==> config.mk <==
export PLATFORM = sky130hd
export DESIGN_NAME = spsm_addr_gen
export DESIGN_NICKNAME = d
export VERILOG_FILES = /design/src/square_pattern_symmetry_match_unit_macros.svh /design/src/spsm_pkg.sv /design/src/spsm_addr_gen.sv
export SDC_FILE = /design/constraint.sdc
export NUM_CORES = 1
export LEC_CHECK = 0
export ABC_AREA = 1
export BUFFER_PORTS_ARGS = -buffer_cell sky130_fd_sc_hd__buf_4
export CAP_MARGIN = 20
export CORE_MARGIN = 2
export CORE_UTILIZATION = 37
export DETAILED_ROUTE_END_ITERATION = 16
export GPL_TIMING_DRIVEN = 0
export PLACE_DENSITY = 0.8
export SETUP_SLACK_MARGIN = 0.4
export SYNTH_ARGS = -nofsm -noshare
export SYNTH_HDL_FRONTEND = slang
export SYNTH_SLANG_ARGS = --single-unit
==> constraint.sdc <==
create_clock -name vclk -period 1.5
set_input_delay 0.15 -clock vclk [all_inputs]
set_output_delay 0.15 -clock vclk [all_outputs]
set_load 0.03 [all_outputs]
==> src/square_pattern_symmetry_match_unit_macros.svh <==
// Assertion macros for the square pattern symmetry match unit.
`ifndef SQUARE_PATTERN_SYMMETRY_MATCH_UNIT_MACROS_SVH
`define SQUARE_PATTERN_SYMMETRY_MATCH_UNIT_MACROS_SVH

`ifndef SYNTHESIS
// Same-cycle implication, checked outside reset
`define SPSM_ASSERT_NOW(lbl, clk, rst, ante, cons, msg) \
  lbl: assert property (@(posedge clk) disable iff (rst) (ante) |-> (cons)) else $error(msg);
// Next-cycle implication, checked outside reset
`define SPSM_ASSERT_NEXT(lbl, clk, rst, ante, cons, msg) \
  lbl: assert property (@(posedge clk) disable iff (rst) (ante) |=> (cons)) else $error(msg);
`else
`define SPSM_ASSERT_NOW(lbl, clk, rst, ante, cons, msg)
`define SPSM_ASSERT_NEXT(lbl, clk, rst, ante, cons, msg)
`endif

`endif

==> src/spsm_pkg.sv <==
// Shared types, constants and functions of the square pattern symmetry match unit.
package spsm_pkg;

  localparam int MAX_SIZE_DEF = 16;
  localparam int GRID_RESET   = 16;
  localparam int NUM_XFORM    = 8;
  localparam int CLS_W        = 3;

  // Operation codes (carried on tuser)
  localparam logic OP_WRITE  = 1'b0;
  localparam logic OP_TARGET = 1'b1;

  // Transform flag positions
  localparam int XF_ROT90      = 0;
  localparam int XF_ROT180     = 1;
  localparam int XF_ROT270     = 2;
  localparam int XF_MIRROR     = 3;
  localparam int XF_MIR_ROT90  = 4;
  localparam int XF_MIR_ROT180 = 5;
  localparam int XF_MIR_ROT270 = 6;
  localparam int XF_IDENT      = 7;

  // Result classes
  localparam logic [CLS_W-1:0] CLS_ROT90   = 3'd0;
  localparam logic [CLS_W-1:0] CLS_ROT180  = 3'd1;
  localparam logic [CLS_W-1:0] CLS_ROT270  = 3'd2;
  localparam logic [CLS_W-1:0] CLS_MIRROR  = 3'd3;
  localparam logic [CLS_W-1:0] CLS_MIR_ROT = 3'd4;
  localparam logic [CLS_W-1:0] CLS_IDENT   = 3'd5;
  localparam logic [CLS_W-1:0] CLS_NONE    = 3'd6;

  typedef logic [NUM_XFORM-1:0] xform_flags_t;
  typedef logic [7:0]           cell_t;

  // Item control carried from the read stage to the compare stage
  typedef struct packed {
    logic  target;
    logic  in_grid;
    logic  last;
    cell_t value;
  } stage_ctl_t;

  // First matching class in priority order
  function automatic logic [CLS_W-1:0] pick_class(input xform_flags_t f);
    logic [CLS_W-1:0] c;
    if (f[XF_ROT90]) c = CLS_ROT90;
    else if (f[XF_ROT180]) c = CLS_ROT180;
    else if (f[XF_ROT270]) c = CLS_ROT270;
    else if (f[XF_MIRROR]) c = CLS_MIRROR;
    else if (f[XF_MIR_ROT90] | f[XF_MIR_ROT180] | f[XF_MIR_ROT270]) c = CLS_MIR_ROT;
    else if (f[XF_IDENT]) c = CLS_IDENT;
    else c = CLS_NONE;
    return c;
  endfunction

endpackage

==> src/spsm_addr_gen.sv <==
// Grid bounds check and the eight transformed source addresses of one cell.
module spsm_addr_gen #(
  parameter int MAX_SIZE = spsm_pkg::MAX_SIZE_DEF,
  parameter int NW       = 5,
  parameter int AW       = 8
) (
  input  logic [NW-1:0]                            n,
  input  logic [3:0]                               row,
  input  logic [3:0]                               col,
  output logic                                     in_grid,
  output logic [spsm_pkg::NUM_XFORM-1:0][AW-1:0]   addr
);
  import spsm_pkg::*;

  localparam int CW   = (MAX_SIZE > 1) ? $clog2(MAX_SIZE) : 1;
  localparam int CMPW = (NW > 4) ? NW : 4;

  logic [CMPW-1:0] r_w, c_w, n_w, m_w, mr_w, mc_w;
  logic [CW-1:0]   r, c, mr, mc;

  function automatic logic [AW-1:0] cell_addr(input logic [CW-1:0] rr, input logic [CW-1:0] cc);
    logic [AW-1:0] a;
    a = AW'(rr) * AW'(MAX_SIZE) + AW'(cc);
    return a;
  endfunction

  // Bounds and mirrored coordinates
  always_comb begin
    r_w     = CMPW'(row);
    c_w     = CMPW'(col);
    n_w     = CMPW'(n);
    m_w     = n_w - CMPW'(1);
    mr_w    = m_w - r_w;
    mc_w    = m_w - c_w;
    in_grid = (r_w < n_w) && (c_w < n_w);
    r       = r_w[CW-1:0];
    c       = c_w[CW-1:0];
    mr      = mr_w[CW-1:0];
    mc      = mc_w[CW-1:0];
  end

  // Source position that each transform maps onto this target cell
  always_comb begin
    addr[XF_ROT90]      = cell_addr(mc, r);
    addr[XF_ROT180]     = cell_addr(mr, mc);
    addr[XF_ROT270]     = cell_addr(c, mr);
    addr[XF_MIRROR]     = cell_addr(r, mc);
    addr[XF_MIR_ROT90]  = cell_addr(mc, mr);
    addr[XF_MIR_ROT180] = cell_addr(mr, c);
    addr[XF_MIR_ROT270] = cell_addr(c, r);
    addr[XF_IDENT]      = cell_addr(r, c);
  end

endmodule

==> flow_summary_export.csv <==
group,metric,value,unit
floorplanning,core,2450,µm²
min_path,min_from,"row[3]",
yosys,synthXorXnorAreaFrac,0.0276,
yosys,synth_compound_area_frac,0.0395,
critical_path,endpoint_kind,"primary output",
outcome,violations,"setup timing",
critical_path,crit_start,"n[0]",
critical_path,cp_cell_sequence,"buf_12, clkinv_8, ha_4, inv_1, ha_1, nand2_1, o21ai_2, nand3b_1, nand2_4, buf_6, buf_6",
yosys,synth-warning-count,0,
min_path,worstHoldPathCells,3,
power,cellLeakagePower,0.00117,µW
final_layout,antenna_cells,0,
power,power_density,800,nW/µm²
timing,period_share,1.24,
yosys,synth_cell_type_count,16,
critical_path,arrival,1.71,ns
detailed_routing,wirelength,4330,µm
floorplanning,ios,78,
global_route,grt_pass1_vias,1100,
global_route,grt_util_all_layers,0.211,
critical_path,crit_slowest_cell,"ha_1",
detailed_routing,drt_first_pass_iters,4,
place,post-dp-hpwl,2290,µm
global_route,grt_pass1_wl,4610,µm
global_route,antenna_found_initial,0,
final_layout,drive_above_1_share,0.828,
yosys,synth_nets,167,
power,power,1820,µW
detailed_routing,drc_errors,0,
timing,worst_slew_pin_slew,0.255,ns
min_path,hold_path_class,"in -> out",
place,placed_area,1790,µm²
place,gp_congestion,0.809,
yosys,synthCells,137,
detailed_routing,postRouteAntennaNets,0,
yosys,synth_top_family_by_area,"buffers and inverters",
floorplanning,die_w,54.7,µm
final_layout,utilization,0.927,
detailed_routing,drtIter0Drc,9,
power,ir_worst_vdd,0.000833,V
timing,finalHoldViolCount,0,
floorplanning,die_area,2990,µm²
detailed_routing,viasPerCell,4.69,
job,maxCapViolCount,0,
global_route,grt_overflow_total,0,
final_layout,seqCellArea,0,µm²
critical_path,critPathKind,"in -> out",
critical_path,critical-path-top-delay-family,"adder cells",
final_layout,final_cells,257,
yosys,synth-simple-area-share,0.164,
yosys,avgSynthCellArea,6.94,µm²
final_layout,synthToLayoutAreaGrowth,139,%
timing,fmax,536,MHz
final_layout,fin_area,2280,µm²
critical_path,path_depth,11,
timing,setup-violations-final,23,
place,post-place-cells,245,
critical_path,startpoint_type,"input port",
final_layout,nClkBuffers,0,
place,port_buffers,78,
timing,maxSlewHeadroom,0.829,
critical_path,cp.required,1.35,ns
critical_path,cp.buffers_inverters,5,
critical_path,crit_path_end,"addr[47]",
timing,min_period,1.86,ns
timing,setup_ws,-0.364,ns
critical_path,crit_top_cell,"buf_6",
critical_path,path_max_fanout,4,
floorplanning,start_util,0.387,
final_layout,design.seq.count,0,
detailed_routing,wl_per_cell,16.8,µm
timing,drv_slew,0,
floorplanning,fp.dieH,54.7,µm
yosys,syn_area,951,µm²
yosys,synth_mux_area_frac,0,
outcome,outcome,"finished with violations",
final_layout,nets,259,
floorplanning,rows,18,
timing,rsz0062_at_grt,"yes",
timing,tns,-4.46,ns
critical_path,max_stage_delay,0.29,ns
yosys,ys_seq_area_frac,0,
global_route,grt_max_degree,9,
detailed_routing,via_count,1205,
yosys,synth_fa_ha_area_frac,0.239,
[power by group]
group          internal (µW)  switching [µW]
sequential                 0               0
clock                      0               0
combinational            897             923
[stage by stage]
| stage | hold slack (ns) | worst slack (ns) |
|---|---|---|
| floorplan | 0.432 | -0.141 |
| global placement | 0.648 | -0.395 |
| detailed placement | 0.653 | -0.424 |
| CTS | 0.654 | -0.300 |
| global route | 0.679 | -0.419 |
| finish | 0.673 | -0.364 |
[synth_stat cells (all sizes together)]
| cell | instances | area [µm²] |
|---|---|---|
| buf | 56 | 420 |
| a21oi | 2 | 10.0 |
| nand3b | 2 | 15.0 |
| nand2 | 11 | 41.3 |
| nand3 | 14 | 70.1 |
| ha | 15 | 188 |
| nand4 | 2 | 12.5 |
| o21ai | 4 | 27.5 |
| xor2 | 1 | 8.76 |
| nor2 | 4 | 17.5 |
| xnor2 | 2 | 17.5 |
| inv | 22 | 82.6 |
| fa | 2 | 40.0 |
[worst min path at each step]
stage                to  slack (ns)
3_5_place_dp   addr[60]        0.65
2_1_floorplan   addr[0]        0.43
4_1_cts         addr[3]        0.65
3_3_place_gp   addr[40]        0.65
5_1_grt        addr[51]        0.68
6_report       addr[31]        0.67
[placed cells by master (no fill, tap or decap)]
cell type | Yosys | routed
buf_4 | 56 | 77
buf_6 | 0 | 65
inv_1 | 22 | 13
ha_4 | 0 | 13
nand3_1 | 14 | 12
nand2_1 | 11 | 8
o21ai_2 | 2 | 4
inv_2 | 0 | 3
inv_4 | 0 | 2
inv_6 | 0 | 2
a21oi_2 | 0 | 2
nor2_2 | 1 | 2
nand3b_1 | 2 | 2
nand2_4 | 0 | 2
xnor2_4 | 0 | 2
nor2_4 | 0 | 2
nand4_1 | 2 | 2
nand3_2 | 0 | 2
fa_2 | 0 | 2
ha_1 | 15 | 2
buf_12 | 0 | 2
buf_8 | 0 | 2
clkinv_8 | 0 | 1
xor2_4 | 0 | 1
inv_16 | 0 | 1
nand2_2 | 0 | 1
[per-layer routing]
layer,wire (µm),share of wire,global-route usage,vias to the layer above
li1,-,-,-,557
met1,1390,0.32,0.208,545
met2,2360,0.54,0.431,77
met3,306,0.071,0.0137,26
met4,272,0.063,0.104,0
met5,0,0,0,-
[what timing repair did]
| action | 4_1_cts | 5_1_grt |
|---|---|---|
| resized for setup | 60 | 37 |
| pin swaps | 22 | 12 |
| setup endpoints to repair | 31 | 31 |
| hold endpoints to repair | 0 | 0 |
| setup buffers | 5 | 7 |
| hold buffers | 0 | 0 |
[cell type report]
class | count | area (µm²)
plain buffers | 56 | 510
well taps | 30 | 37.5
repair buffers | 90 | 870
multi-input cells | 59 | 732
inverters | 22 | 126
fillers | 77 | 179
[cell families (layout without fill, tap and decap cells)]
| logic type | count (synthesis) | count (layout) |
|---|---|---|
| AO/OA/AOI/OAI | 6 | 6 |
| XOR/XNOR | 3 | 3 |
| adder cells (fa/ha/maj) | 17 | 17 |
| buffers and inverters | 78 | 168 |
| AND/OR/NAND/NOR | 33 | 33 |
(Power assumes the default switching activity.)
