--- src/square_pattern_symmetry_match_unit_macros.svh ---
// Assertion macros for the square pattern symmetry match unit.
`ifndef SQUARE_PATTERN_SYMMETRY_MATCH_UNIT_MACROS_SVH
`define SQUARE_PATTERN_SYMMETRY_MATCH_UNIT_MACROS_SVH

`ifndef SYNTHESIS
// Same-cycle implication, checked outside reset
`define SPSM_ASSERT_NOW(lbl, clk, rst, ante, cons, msg) \
  lbl: assert property (@(posedge clk) disable iff (rst) (ante) |-> (cons)) else $error(msg);
// Next-cycle implication, checked outside reset
`define SPSM_ASSERT_NEXT(lbl, clk, rst, ante, cons, msg) \
  lbl: assert property (@(posedge clk) disable iff (rst) (ante) |=> (cons)) else $error(msg);
`else
`define SPSM_ASSERT_NOW(lbl, clk, rst, ante, cons, msg)
`define SPSM_ASSERT_NEXT(lbl, clk, rst, ante, cons, msg)
`endif

`endif

--- src/spsm_pkg.sv ---
// Shared types, constants and functions of the square pattern symmetry match unit.
package spsm_pkg;

  localparam int MAX_SIZE_DEF = 16;
  localparam int GRID_RESET   = 16;
  localparam int NUM_XFORM    = 8;
  localparam int CLS_W        = 3;

  // Operation codes (carried on tuser)
  localparam logic OP_WRITE  = 1'b0;
  localparam logic OP_TARGET = 1'b1;

  // Transform flag positions
  localparam int XF_ROT90      = 0;
  localparam int XF_ROT180     = 1;
  localparam int XF_ROT270     = 2;
  localparam int XF_MIRROR     = 3;
  localparam int XF_MIR_ROT90  = 4;
  localparam int XF_MIR_ROT180 = 5;
  localparam int XF_MIR_ROT270 = 6;
  localparam int XF_IDENT      = 7;

  // Result classes
  localparam logic [CLS_W-1:0] CLS_ROT90   = 3'd0;
  localparam logic [CLS_W-1:0] CLS_ROT180  = 3'd1;
  localparam logic [CLS_W-1:0] CLS_ROT270  = 3'd2;
  localparam logic [CLS_W-1:0] CLS_MIRROR  = 3'd3;
  localparam logic [CLS_W-1:0] CLS_MIR_ROT = 3'd4;
  localparam logic [CLS_W-1:0] CLS_IDENT   = 3'd5;
  localparam logic [CLS_W-1:0] CLS_NONE    = 3'd6;

  typedef logic [NUM_XFORM-1:0] xform_flags_t;
  typedef logic [7:0]           cell_t;

  // Item control carried from the read stage to the compare stage
  typedef struct packed {
    logic  target;
    logic  in_grid;
    logic  last;
    cell_t value;
  } stage_ctl_t;

  // First matching class in priority order
  function automatic logic [CLS_W-1:0] pick_class(input xform_flags_t f);
    logic [CLS_W-1:0] c;
    if (f[XF_ROT90]) c = CLS_ROT90;
    else if (f[XF_ROT180]) c = CLS_ROT180;
    else if (f[XF_ROT270]) c = CLS_ROT270;
    else if (f[XF_MIRROR]) c = CLS_MIRROR;
    else if (f[XF_MIR_ROT90] | f[XF_MIR_ROT180] | f[XF_MIR_ROT270]) c = CLS_MIR_ROT;
    else if (f[XF_IDENT]) c = CLS_IDENT;
    else c = CLS_NONE;
    return c;
  endfunction

endpackage

--- src/spsm_flag_unit.sv ---
// Per-transform match flags and result class selection.
module spsm_flag_unit (
  input  logic                                    clk,
  input  logic                                    rst,
  input  logic                                    en,
  input  spsm_pkg::stage_ctl_t                    ctl,
  input  spsm_pkg::cell_t [spsm_pkg::NUM_XFORM-1:0] rd_data,
  output spsm_pkg::xform_flags_t                  flags,
  output logic [spsm_pkg::CLS_W-1:0]              cls
);
  import spsm_pkg::*;

  xform_flags_t hit;
  xform_flags_t flags_next;

  // Compare target value against each transformed source cell
  always_comb begin
    for (int i = 0; i < NUM_XFORM; i++) begin
      hit[i] = (rd_data[i] == ctl.value);
    end
    flags_next = (ctl.target && ctl.in_grid) ? (flags & hit) : flags;
    cls        = pick_class(flags_next);
  end

  // Flags restart at all ones after each result
  always_ff @(posedge clk) begin
    if (rst) begin
      flags <= '1;
    end else if (en && ctl.target) begin
      flags <= ctl.last ? '1 : flags_next;
    end
  end

endmodule

--- config.mk ---
export PLATFORM = sky130hd
export DESIGN_NAME = spsm_flag_unit
export DESIGN_NICKNAME = d
export VERILOG_FILES = /design/src/square_pattern_symmetry_match_unit_macros.svh /design/src/spsm_pkg.sv /design/src/spsm_flag_unit.sv
export SDC_FILE = /design/constraint.sdc
export NUM_CORES = 1
export LEC_CHECK = 0
export BUFFER_PORTS_ARGS = -buffer_cell sky130_fd_sc_hd__buf_2
export CAP_MARGIN = 5
export CORE_MARGIN = 3
export CORE_UTILIZATION = 40
export CTS_BUF_LIST = sky130_fd_sc_hd__clkbuf_8 sky130_fd_sc_hd__clkbuf_16
export DETAILED_ROUTE_END_ITERATION = 8
export GPL_ROUTABILITY_DRIVEN = 1
export HOLD_SLACK_MARGIN = 0.03
export PLACE_DENSITY = 0.87
export SETUP_SLACK_MARGIN = 0.2
export SYNTH_ARGS = -nofsm -noshare
export SYNTH_HDL_FRONTEND = slang
export SYNTH_SLANG_ARGS = --single-unit
--- constraint.sdc ---
create_clock -name clk -period 1.2 [get_ports clk]
set_clock_uncertainty 0.05 [all_clocks]
set_input_delay 0.06 -clock clk [delete_from_list [all_inputs] [get_ports clk]]
set_output_delay 0.06 -clock clk [all_outputs]
set_load 0.02 [all_outputs]
==> out/summary.txt, run 1 <==
outcome -> finished with violations
violated checks -> negative setup slack
total global-route track usage -> 22.6%
row cnt -> 18
CTS buffer count -> 3
Synth Cell Area -> 1130 µm²
syn nets -> 218
Initial Util -> 43.6%
clock sinks -> 8
largest net degree at the start of global routing -> 9
Power Dens Cells -> 637 nW/µm²
unrepaired setup endpoints after global routing -> yes
Largest register FFs -> 8
compound-cell area share of the yosys netlist -> 10.1%
dpl cell area -> 1640 µm²
Die Ht -> 59.1 µm
CP cell instances -> buf_6 -> xor2_1 -> nor4_2 -> a21oi_2 -> nor2_2 -> nor2b_1 -> a21oi_2 -> buf_4
TritonCTS clock tree -> yes
Routability Congestion -> 0.785
syn_area_per_cell -> 8.07 µm²
commonest non-fill, non-tap cell in the layout -> buf_2
Critical Path Source Type -> primary input
ANT nets after route -> 0
worst skew pair latency -> 230 ps
Final #Nets -> 318
via count of the first global-routing pass -> 1422
CP Capture Point -> cls[0]
Post-Synth Simple-Gate Area -> 17.8%
mux contribution to synthesized area -> 0%
Adder-Cell Fraction of Synth Area -> 0%
most flop-heavy register -> flags
initial antenna violation count -> 0
final WL -> 3860 µm
WP data arrival -> 1320 ps
most frequent cells in the layout -> buf_2 (77), xnor2_1 (48), nand4_1 (15), buf_4 (11)
DP HPWL -> 3150 µm
first-pass GRT wire length -> 5970 µm
max-slew violations -> 0
final hold vios -> 0
DIE AREA -> 3500 µm²
Core Util, Final -> 74.4%
min cycle time layout -> 1430 ps
Initial DRC Count -> 40
Fmax achieved -> 699 MHz
XOR/XNOR Fraction of Synth Area -> 49.6%
wire per inst -> 14.4 µm
cells after synthesis -> 140
largest registers -> flags (8)
FF-to-FF End -> flags[1]
DR vias -> 1371
cts hold-fix bufs -> 0
H-tree Lvls -> 1
most frequent CP cell -> a21oi_2
multi-input combinational cell area -> 1010 µm²
M1 WL -> 1370 µm
Rel. slew slack -> 80.5%
final antenna diode count -> 0
Reg area -> 160 µm²
DR DRC count -> 0
worst-path fanout max -> 7
Clock Tree Root -> clkbuf_8
placed cells -> 263
WL met3 -> 307 µm
worst vdd ir -> 0.730 mV
die width -> 59.1 µm
layout cells sized above 1 -> 55.5%
setup TNS -> -508 ps
flops & latches, synth -> 8
flop2flop setup slack -> 330 ps
deepest clock path buffer count -> 2
WS Path Type -> in2out
gr ovfl total -> 0
main combinational cell family by area after synthesis -> XOR/XNOR gates
ratio of final minimum period to clock period -> 119%
HP Class -> in2reg
PortBufs -> 88
worst slew pin tran -> 290 ps
FF-to-FF path depth -> 3
Max Cap Violations -> 0
I/O Pins -> 89
vias per inst -> 5.12
Area growth, synth to finish -> 70.7%
post-route design area -> 1930 µm²
core footprint -> 2590 µm²
sequential share of the synthesized area -> 14.2%
Critical Path Source -> ctl[7]
Setup WS post-layout -> -230 ps
slowest stage delay, CP -> 340 ps
non-filler cells, final -> 268
first drt pass iteration count -> 4
Worst EP required -> 1090 ps
Leak -> 0.821 nW
Setup crit end kind -> primary output
Crit-path slowest cell -> nor4_2
Hold Slack -> 193 ps
fill count -> 216
Unique masters post-synth -> 19
# setup viols final -> 3
top layer in use -> met4
Worst R2R Start -> flags[1]
wire length on met2 -> 2130 µm
warnings from Yosys -> 0
Clock Pin Slew Worst Setup and Hold Paths -> 40 ps
-- per-stage QoR --
step / worst slack, ps / power, mW
finish: -230 / 1.23
global route: -279 / 1.30
CTS: -185 / 1.22
detailed placement: -327 / 0.813
global placement: -289 / 0.799
floorplan: -34.8 / 0.615
-- timing repair --
item	in CTS	in global routing
setup buffers	2	0
pin swaps	12	8
gates resized for setup	52	7
endpoints found under the setup margin	4	4
-- where the power goes --
| part | internal [mW] | switching (mW) |
|---|---|---|
| sequential | 0.273 | 0.00534 |
| clock | 0.217 | 0.0995 |
| combinational | 0.359 | 0.274 |
| total | 0.849 | 0.379 |
-- per-layer routing --
metal | GRT usage [%] | vias up
met3 | 4.79 | 9
met1 | 23.7 | 628
met2 | 44.6 | 62
met5 | 0 | -
li1 | - | 672
met4 | 6.15 | 0
-- worst min-delay path by stage --
stage | start | endpoint | slack [ps] | cells past startpoint
floorplan | rst | flags[0] | 290 | 3
global placement | rst | flags[2] | 410 | 4
detailed placement | rst | flags[7] | 420 | 4
CTS | rst | flags[0] | 190 | 4
global route | rst | flags[1] | 230 | 3
finish | rst | flags[7] | 190 | 4
-- kinds of logic after synthesis --
kind of cell           after synthesis
XOR/XNOR                            64
AO/OA/AOI/OAI                       21
buffers and inverters                9
flip-flops                           8
AND/OR/NAND/NOR                     38
-- area by class of cell --
cell class	count	area share, %
multi-input cells	123	52.2
flip-flops and latches	8	8.31
well taps	30	1.95
clock buffers	3	2.14
repair buffers	103	35.2
inverters	1	0.195
-- worst max-delay path: cells and delay by family --
kind	cells	cell delay, ps
and+or+nand+nor	3	590
buffers and inverters	2	270
AOI/OAI and AO/OA	2	240
xor gates and xnor gates	1	150
-- Yosys cell counts (all sizes together) --
| master | count | area (µm²) |
|---|---|---|
| xnor2 | 56 | 490 |
| a31o | 1 | 8.76 |
| nor4 | 2 | 18.8 |
| a21oi | 9 | 45.0 |
| a211o | 1 | 8.76 |
| inv | 1 | 3.75 |
| nor2b | 1 | 6.26 |
| o21ai | 9 | 45.0 |
| nor2 | 9 | 36.3 |
| nand4 | 15 | 93.8 |
| nand2 | 10 | 37.5 |
| dfxtp | 8 | 160 |
| xor2 | 8 | 70.1 |
| nand4b | 1 | 8.76 |
| buf | 8 | 90.1 |
| a31oi | 1 | 6.26 |
Note: power is estimated with default switching activity, not from simulation.
==> inputs of run 2 (changes only) <==
--- a/config.mk
+++ b/config.mk
@@ -8,12 +8,12 @@
 export BUFFER_PORTS_ARGS = -buffer_cell sky130_fd_sc_hd__buf_2
 export CAP_MARGIN = 5
 export CORE_MARGIN = 3
-export CORE_UTILIZATION = 40
+export CORE_UTILIZATION = 43
 export CTS_BUF_LIST = sky130_fd_sc_hd__clkbuf_8 sky130_fd_sc_hd__clkbuf_16
 export DETAILED_ROUTE_END_ITERATION = 8
 export GPL_ROUTABILITY_DRIVEN = 1
 export HOLD_SLACK_MARGIN = 0.03
-export PLACE_DENSITY = 0.87
+export PLACE_DENSITY = 0.93
 export SETUP_SLACK_MARGIN = 0.2
 export SYNTH_ARGS = -nofsm -noshare
 export SYNTH_HDL_FRONTEND = slang
==> constraint.sdc (replaced) <==
create_clock -name clk -period 1.86 [get_ports clk]
set_clock_uncertainty 0.05 [all_clocks]
set_input_delay 0.093 -clock clk [delete_from_list [all_inputs] [get_ports clk]]
set_output_delay 0.093 -clock clk [all_outputs]
set_load 0.02 [all_outputs]
==> run 2 against run 1 <==
Sequential power fell by 36%. Count of clock-buffer cells in the layout did not move. Highest routed layer unchanged. The flow now finishes without violations. Critical path depth is the same. Via count shrank 8.5%. Global-route usage is 2.5 points lower. Largest cell class unchanged.
==> out/summary.txt, run 2 (synthesis gave the netlist of run 1 again) <==
row cnt -> 17 (was 18)
most frequent cells in the layout -> buf_2 (83), xnor2_1 (55), nand4_1 (15), nand2_1 (10) (was buf_2 (77), xnor2_1 (48), nand4_1 (15), buf_4 (11))
cts hold-fix bufs -> 0 (unchanged)
Area growth, synth to finish -> 40.8% (was 70.7%)
worst-path fanout max -> 8 (was 7)
Die Ht -> 57.3 µm (was 59.1 µm)
HP Class -> in2reg (unchanged)
WS Path Type -> in2out (unchanged)
Clock Tree Root -> clkbuf_8 (unchanged)
clock sinks -> 8 (unchanged)
Final #Nets -> 303 (was 318)
pre-CTS WS -> 261 ps (was -327 ps)
min cycle time layout -> 1590 ps
most flop-heavy register -> flags (unchanged)
vias per inst -> 5.00 (was 5.12)
post-route design area -> 1590 µm² (was 1930 µm²)
DP HPWL -> 2840 µm (was 3150 µm)
setup TNS -> 0 ps (was -508 ps)
total global-route track usage -> 20.1% (was 22.6%)
DR vias -> 1255 (was 1371)
Leak -> 0.657 nW (was 0.821 nW)
TritonCTS clock tree -> yes (unchanged)
core footprint -> 2340 µm² (was 2590 µm²)
dpl cell area -> 1520 µm² (was 1640 µm²)
Worst EP required -> 1720 ps (was 1090 ps)
Rel. slew slack -> 71.3% (was 80.5%)
wire per inst -> 13.3 µm (was 14.4 µm)
commonest non-fill, non-tap cell in the layout -> buf_2 (unchanged)
Power Dens Cells -> 445 nW/µm² (was 637 nW/µm²)
Initial DRC Count -> 12 (was 40)
Max Cap Violations -> 0 (unchanged)
non-filler cells, final -> 251 (was 268)
Setup crit end kind -> primary output (unchanged)
Clock Pin Slew Worst Setup and Hold Paths -> 40 ps (about the same)
ANT nets after route -> 0 (unchanged)
PortBufs -> 88 (unchanged)
unrepaired setup endpoints after global routing -> no (was yes)
deepest clock path buffer count -> 2 (unchanged)
largest net degree at the start of global routing -> 9 (unchanged)
DR DRC count -> 0 (unchanged)
outcome -> finished clean (was finished with violations)
Initial Util -> 48.3% (was 43.6%)
Total Power -> 0.708 mW (was 1.23 mW)
CTS buffer count -> 3 (unchanged)
worst vdd ir -> 0.407 mV (was 0.730 mV)
first-pass GRT wire length -> 5330 µm (was 5970 µm)
worst slew pin tran -> 426 ps (was 290 ps)
Largest register FFs -> 8 (unchanged)
ratio of final minimum period to clock period -> 85.5%
gr ovfl total -> 0 (unchanged)
first drt pass iteration count -> 4 (unchanged)
WP data arrival -> 1450 ps (was 1320 ps)
Setup WS post-layout -> 270 ps (was -230 ps)
# setup viols final -> 0 (was 3)
Fmax achieved -> 629 MHz
placed cells -> 248 (was 263)
max-slew violations -> 0 (unchanged)
I/O Pins -> 89 (unchanged)
largest registers -> flags (8) (unchanged)
initial antenna violation count -> 0 (unchanged)
DIE AREA -> 3280 µm² (was 3500 µm²)
layout cells sized above 1 -> 43.9% (was 55.5%)
final antenna diode count -> 0 (unchanged)
H-tree Lvls -> 1 (unchanged)
Routability Congestion -> 0.827 (was 0.785)
worst skew pair latency -> 230 ps (about the same)
Critical Path Source Type -> primary input (unchanged)
via count of the first global-routing pass -> 1317 (was 1422)
final hold vios -> 0 (unchanged)
final WL -> 3350 µm (was 3860 µm)
die width -> 57.3 µm (was 59.1 µm)
==> run 2: cell types whose count changed in the layout (fill, tap and decap cells not counted), sizes merged <==
cell | previous run | this run
clkbuf | 3 | 4
buf | 103 | 87
==> run 2: through the flow <==
step / hold slack, ps / util [%]
5_1_grt: 254 / 68.0
4_1_cts: 218 / 66.5
3_5_place_dp: 426 / 64.8
3_3_place_gp: 419 / 64.8
2_1_floorplan: 322 / -
6_report: 221 / 68.0
==> run 2: report_power, final <==
group	internal (mW)	switching [mW]	total, mW
sequential	0.176	0.00273	0.179
combinational	0.171	0.150	0.320
clock	0.140	0.0689	0.209
==> run 2: area by class of cell <==
type,instances,area (µm²)
multi-input combinational,123,897
tap,28,35.0
inverter,1,3.75
fill,216,749
sequential,8,160
clock buffer,3,41.3
timing repair buffer,88,453
==> run 2: what timing repair did <==
item	CTS	global route
resized for setup	0	15
endpoints found under the setup margin	0	3
setup buffers	0	0
==> run 2: critical path, stage by stage <==
cell,delay [ps]
buf_2,180
xor2_1,170
nor4_2,310
a21oi_2,100
nor2_2,160
o21ai_1,110
a21oi_2,150
buf_4,160
==> run 2: worst paths after layout <==
path	slack, ps	depth (start not counted)	to	start
worst min register to register	440	2	flags[0]	flags[0]
worst min-delay path	220	4	flags[0]	rst
worst max-delay path	270	8	cls[0]	ctl[1]
worst max register to register	1020	3	flags[1]	flags[1]
==> run 2: layer usage <==
layer	part of all wire, %	vias to the layer above	GRT usage (%)
met5	0	-	0
met1	40	541	24.1
li1	-	641	-
met2	49	67	34.3
met3	9.0	6	5.66
met4	1.6	0	6.95
==> inputs of run 3 (changes only) <==
--- a/config.mk
+++ b/config.mk
@@ -7,7 +7,7 @@
 export LEC_CHECK = 0
 export BUFFER_PORTS_ARGS = -buffer_cell sky130_fd_sc_hd__buf_2
 export CAP_MARGIN = 5
-export CORE_MARGIN = 3
+export CORE_ASPECT_RATIO = 0.9
 export CORE_UTILIZATION = 43
 export CTS_BUF_LIST = sky130_fd_sc_hd__clkbuf_8 sky130_fd_sc_hd__clkbuf_16
 export DETAILED_ROUTE_END_ITERATION = 8
==> run 3 against run 2 <==
Design area shrank 0.24%. Sequential power hardly changed. Maximum frequency is 3.0% lower. Core utilization is 3.7 points lower.
==> out/summary.txt, run 3 (synthesis gave the netlist of run 1 again) <==
outcome -> finished clean (unchanged)
DIE AREA -> 2840 µm² (was 3280 µm²)
H-tree Lvls -> 1 (unchanged)
Die Ht -> 50.6 µm (was 57.3 µm)
Rel. slew slack -> 78.9% (was 71.3%)
WS Path Type -> in2out (unchanged)
row cnt -> 17 (unchanged)
TritonCTS clock tree -> yes (unchanged)
slowest stage delay, CP -> 320 ps (was 310 ps)
commonest non-fill, non-tap cell in the layout -> buf_2 (unchanged)
PortBufs -> 88 (unchanged)
# setup viols final -> 0 (unchanged)
Leak -> 0.658 nW (was 0.657 nW)
Fmax achieved -> 610 MHz (was 629 MHz)
layout cells sized above 1 -> 43.5% (was 43.9%)
Clock power frac -> 30.4% (was 29.5%)
placed cells -> 248 (unchanged)
Crit path max-delay family -> simple AND/OR/NAND/NOR gates (unchanged)
wire per inst -> 13.0 µm (was 13.3 µm)
setup TNS -> 0 ps (unchanged)
WP data arrival -> 1500 ps (was 1450 ps)
core footprint -> 2470 µm² (was 2340 µm²)
pre-CTS WS -> 208 ps (was 261 ps)
ANT nets after route -> 0 (unchanged)
first-pass GRT wire length -> 5140 µm (was 5330 µm)
most frequent cells in the layout -> buf_2 (83), xnor2_1 (55), nand4_1 (15), nand2_1 (10) (unchanged)
Routability Congestion -> 0.870 (was 0.827)
min-delay src -> rst (unchanged)
Power Dens Cells -> 453 nW/µm² (was 445 nW/µm²)
clock sinks -> 8 (unchanged)
Sw Share -> 32.2% (was 31.2%)
max-slew violations -> 0 (unchanged)
final hold vios -> 0 (unchanged)
I/O Pins -> 89 (unchanged)
worst vdd ir -> 0.433 mV (was 0.407 mV)
CP cell instances -> clkbuf_4 -> xor2_1 -> nor4_2 -> a21oi_1 -> nor2_2 -> o21ai_1 -> a21oi_2 -> buf_4 (was buf_2 -> xor2_1 -> nor4_2 -> a21oi_2 -> nor2_2 -> o21ai_1 -> a21oi_2 -> buf_4)
Setup crit end kind -> primary output (unchanged)
Final #Nets -> 303 (unchanged)
die width -> 56.0 µm (was 57.3 µm)
total global-route track usage -> 23.3% (was 20.1%)
worst path buffer plus inverter count -> 2 (unchanged)
deepest clock path buffer count -> 2 (unchanged)
Max Cap Violations -> 0 (unchanged)
Critical Path Source Type -> primary input (unchanged)
fill count -> 218 (was 216)
DR DRC count -> 0 (unchanged)
worst slew pin tran -> 314 ps (was 426 ps)
Sw Pwr -> 0.232 mW (was 0.221 mW)
most flop-heavy register -> flags (unchanged)
vias per inst -> 5.10 (was 5.00)
largest net degree at the start of global routing -> 9 (unchanged)
setup bufs post-CTS -> 0 (unchanged)
Clock Pin Slew Worst Setup and Hold Paths -> 40 ps (about the same)
ratio of final minimum period to clock period -> 88.2% (was 85.5%)
Internal -> 0.487 mW (about the same)
DR vias -> 1281 (was 1255)
unrepaired setup endpoints after global routing -> no (unchanged)
Critical Path Source -> ctl[7] (was ctl[1])
Comb pwr share -> 44.7% (was 45.2%)
Crit-path slowest cell -> nor4_2 (unchanged)
final WL -> 3270 µm (was 3350 µm)
gr ovfl total -> 0 (unchanged)
Initial Util -> 45.8% (was 48.3%)
multi-input combinational cell area -> 893 µm² (was 897 µm²)
final antenna diode count -> 0 (unchanged)
worst skew pair latency -> 240 ps (was 230 ps)
Worst EP required -> 1720 ps (about the same)
min cycle time layout -> 1640 ps (was 1590 ps)
Reg area -> 160 µm² (unchanged)
Largest register FFs -> 8 (unchanged)
Setup WS post-layout -> 220 ps (was 270 ps)
Worst R2R Start -> flags[1] (unchanged)
HP Class -> in2reg (unchanged)
largest registers -> flags (8) (unchanged)
worst-path fanout max -> 8 (unchanged)
Initial DRC Count -> 23 (was 12)
initial antenna violation count -> 0 (unchanged)
CTS buffer count -> 3 (unchanged)
Clock Tree Root -> clkbuf_8 (unchanged)
Area growth, synth to finish -> 40.4% (was 40.8%)
via count of the first global-routing pass -> 1261 (was 1317)
DP HPWL -> 2750 µm (was 2840 µm)
first drt pass iteration count -> 4 (unchanged)
non-filler cells, final -> 251 (unchanged)
Seq pwr share -> 24.9% (was 25.2%)
run 3: changes by cell type in the layout (fill, tap and decap cells not counted), sizes merged:
cell / before / now
buf: 87 / 84
clkbuf: 4 / 7
run 3: path summary, 6_finish.rpt:
path,slack [ps],depth (start not counted),end
min reg2reg,430,2,flags[6]
max reg2reg,1020,3,flags[1]
min,210,4,flags[6]
max,220,8,cls[0]
run 3: per-stage QoR:
step	instance area (µm²)	power, mW	util (%)	hold WS [ps]
after global routing	1590	0.761	64.3	243
after detailed placement	1520	0.494	61.4	420
final	1590	0.719	64.3	214
after CTS	1560	0.716	63.3	213
after global placement	1520	0.486	61.4	415
after floorplan	1130	0.387	-	322
run 3: repair_timing:
action,CTS,global route
endpoints found under the setup margin,1,3
endpoints found under the hold margin,0,0
hold buffers,0,0
resized for setup,1,13
run 3: layout make-up:
| cell class | instances | area share (%) |
|---|---|---|
| Clock buffer | 3 | 2.60 |
| Inverter | 1 | 0.237 |
| Multi-Input combinational cell | 123 | 56.3 |
| Sequential cell | 8 | 10.1 |
| Tap cell | 28 | 2.21 |
| Timing Repair Buffer | 88 | 28.5 |
run 3: layer usage:
| metal | part of all wire (%) | GRT usage (%) | vias to the layer above | wire (µm) |
|---|---|---|---|---|
| li1 | - | - | 641 | - |
| met5 | 0 | 0 | - | 0 |
| met3 | 7.2 | 6.70 | 9 | 235 |
| met1 | 41 | 25.3 | 567 | 1330 |
| met2 | 50 | 42.7 | 64 | 1630 |
| met4 | 2.2 | 8.94 | 0 | 72 |
run 3: worst reg2reg max path: stages (launching register included):
cell and delay (ps):
dfxtp_1 320, inv_1 80, nor2_2 60, a211o_1 220
run 3: power by group through the flow:
stage | registers [mW] | clock network, mW | logic (mW)
finish | 0.179 | 0.219 | 0.321
global route | 0.179 | 0.230 | 0.352
CTS | 0.179 | 0.221 | 0.316
detailed placement | 0.182 | 0 | 0.313
global placement | 0.181 | 0 | 0.304
floorplan | 0.186 | 0 | 0.201
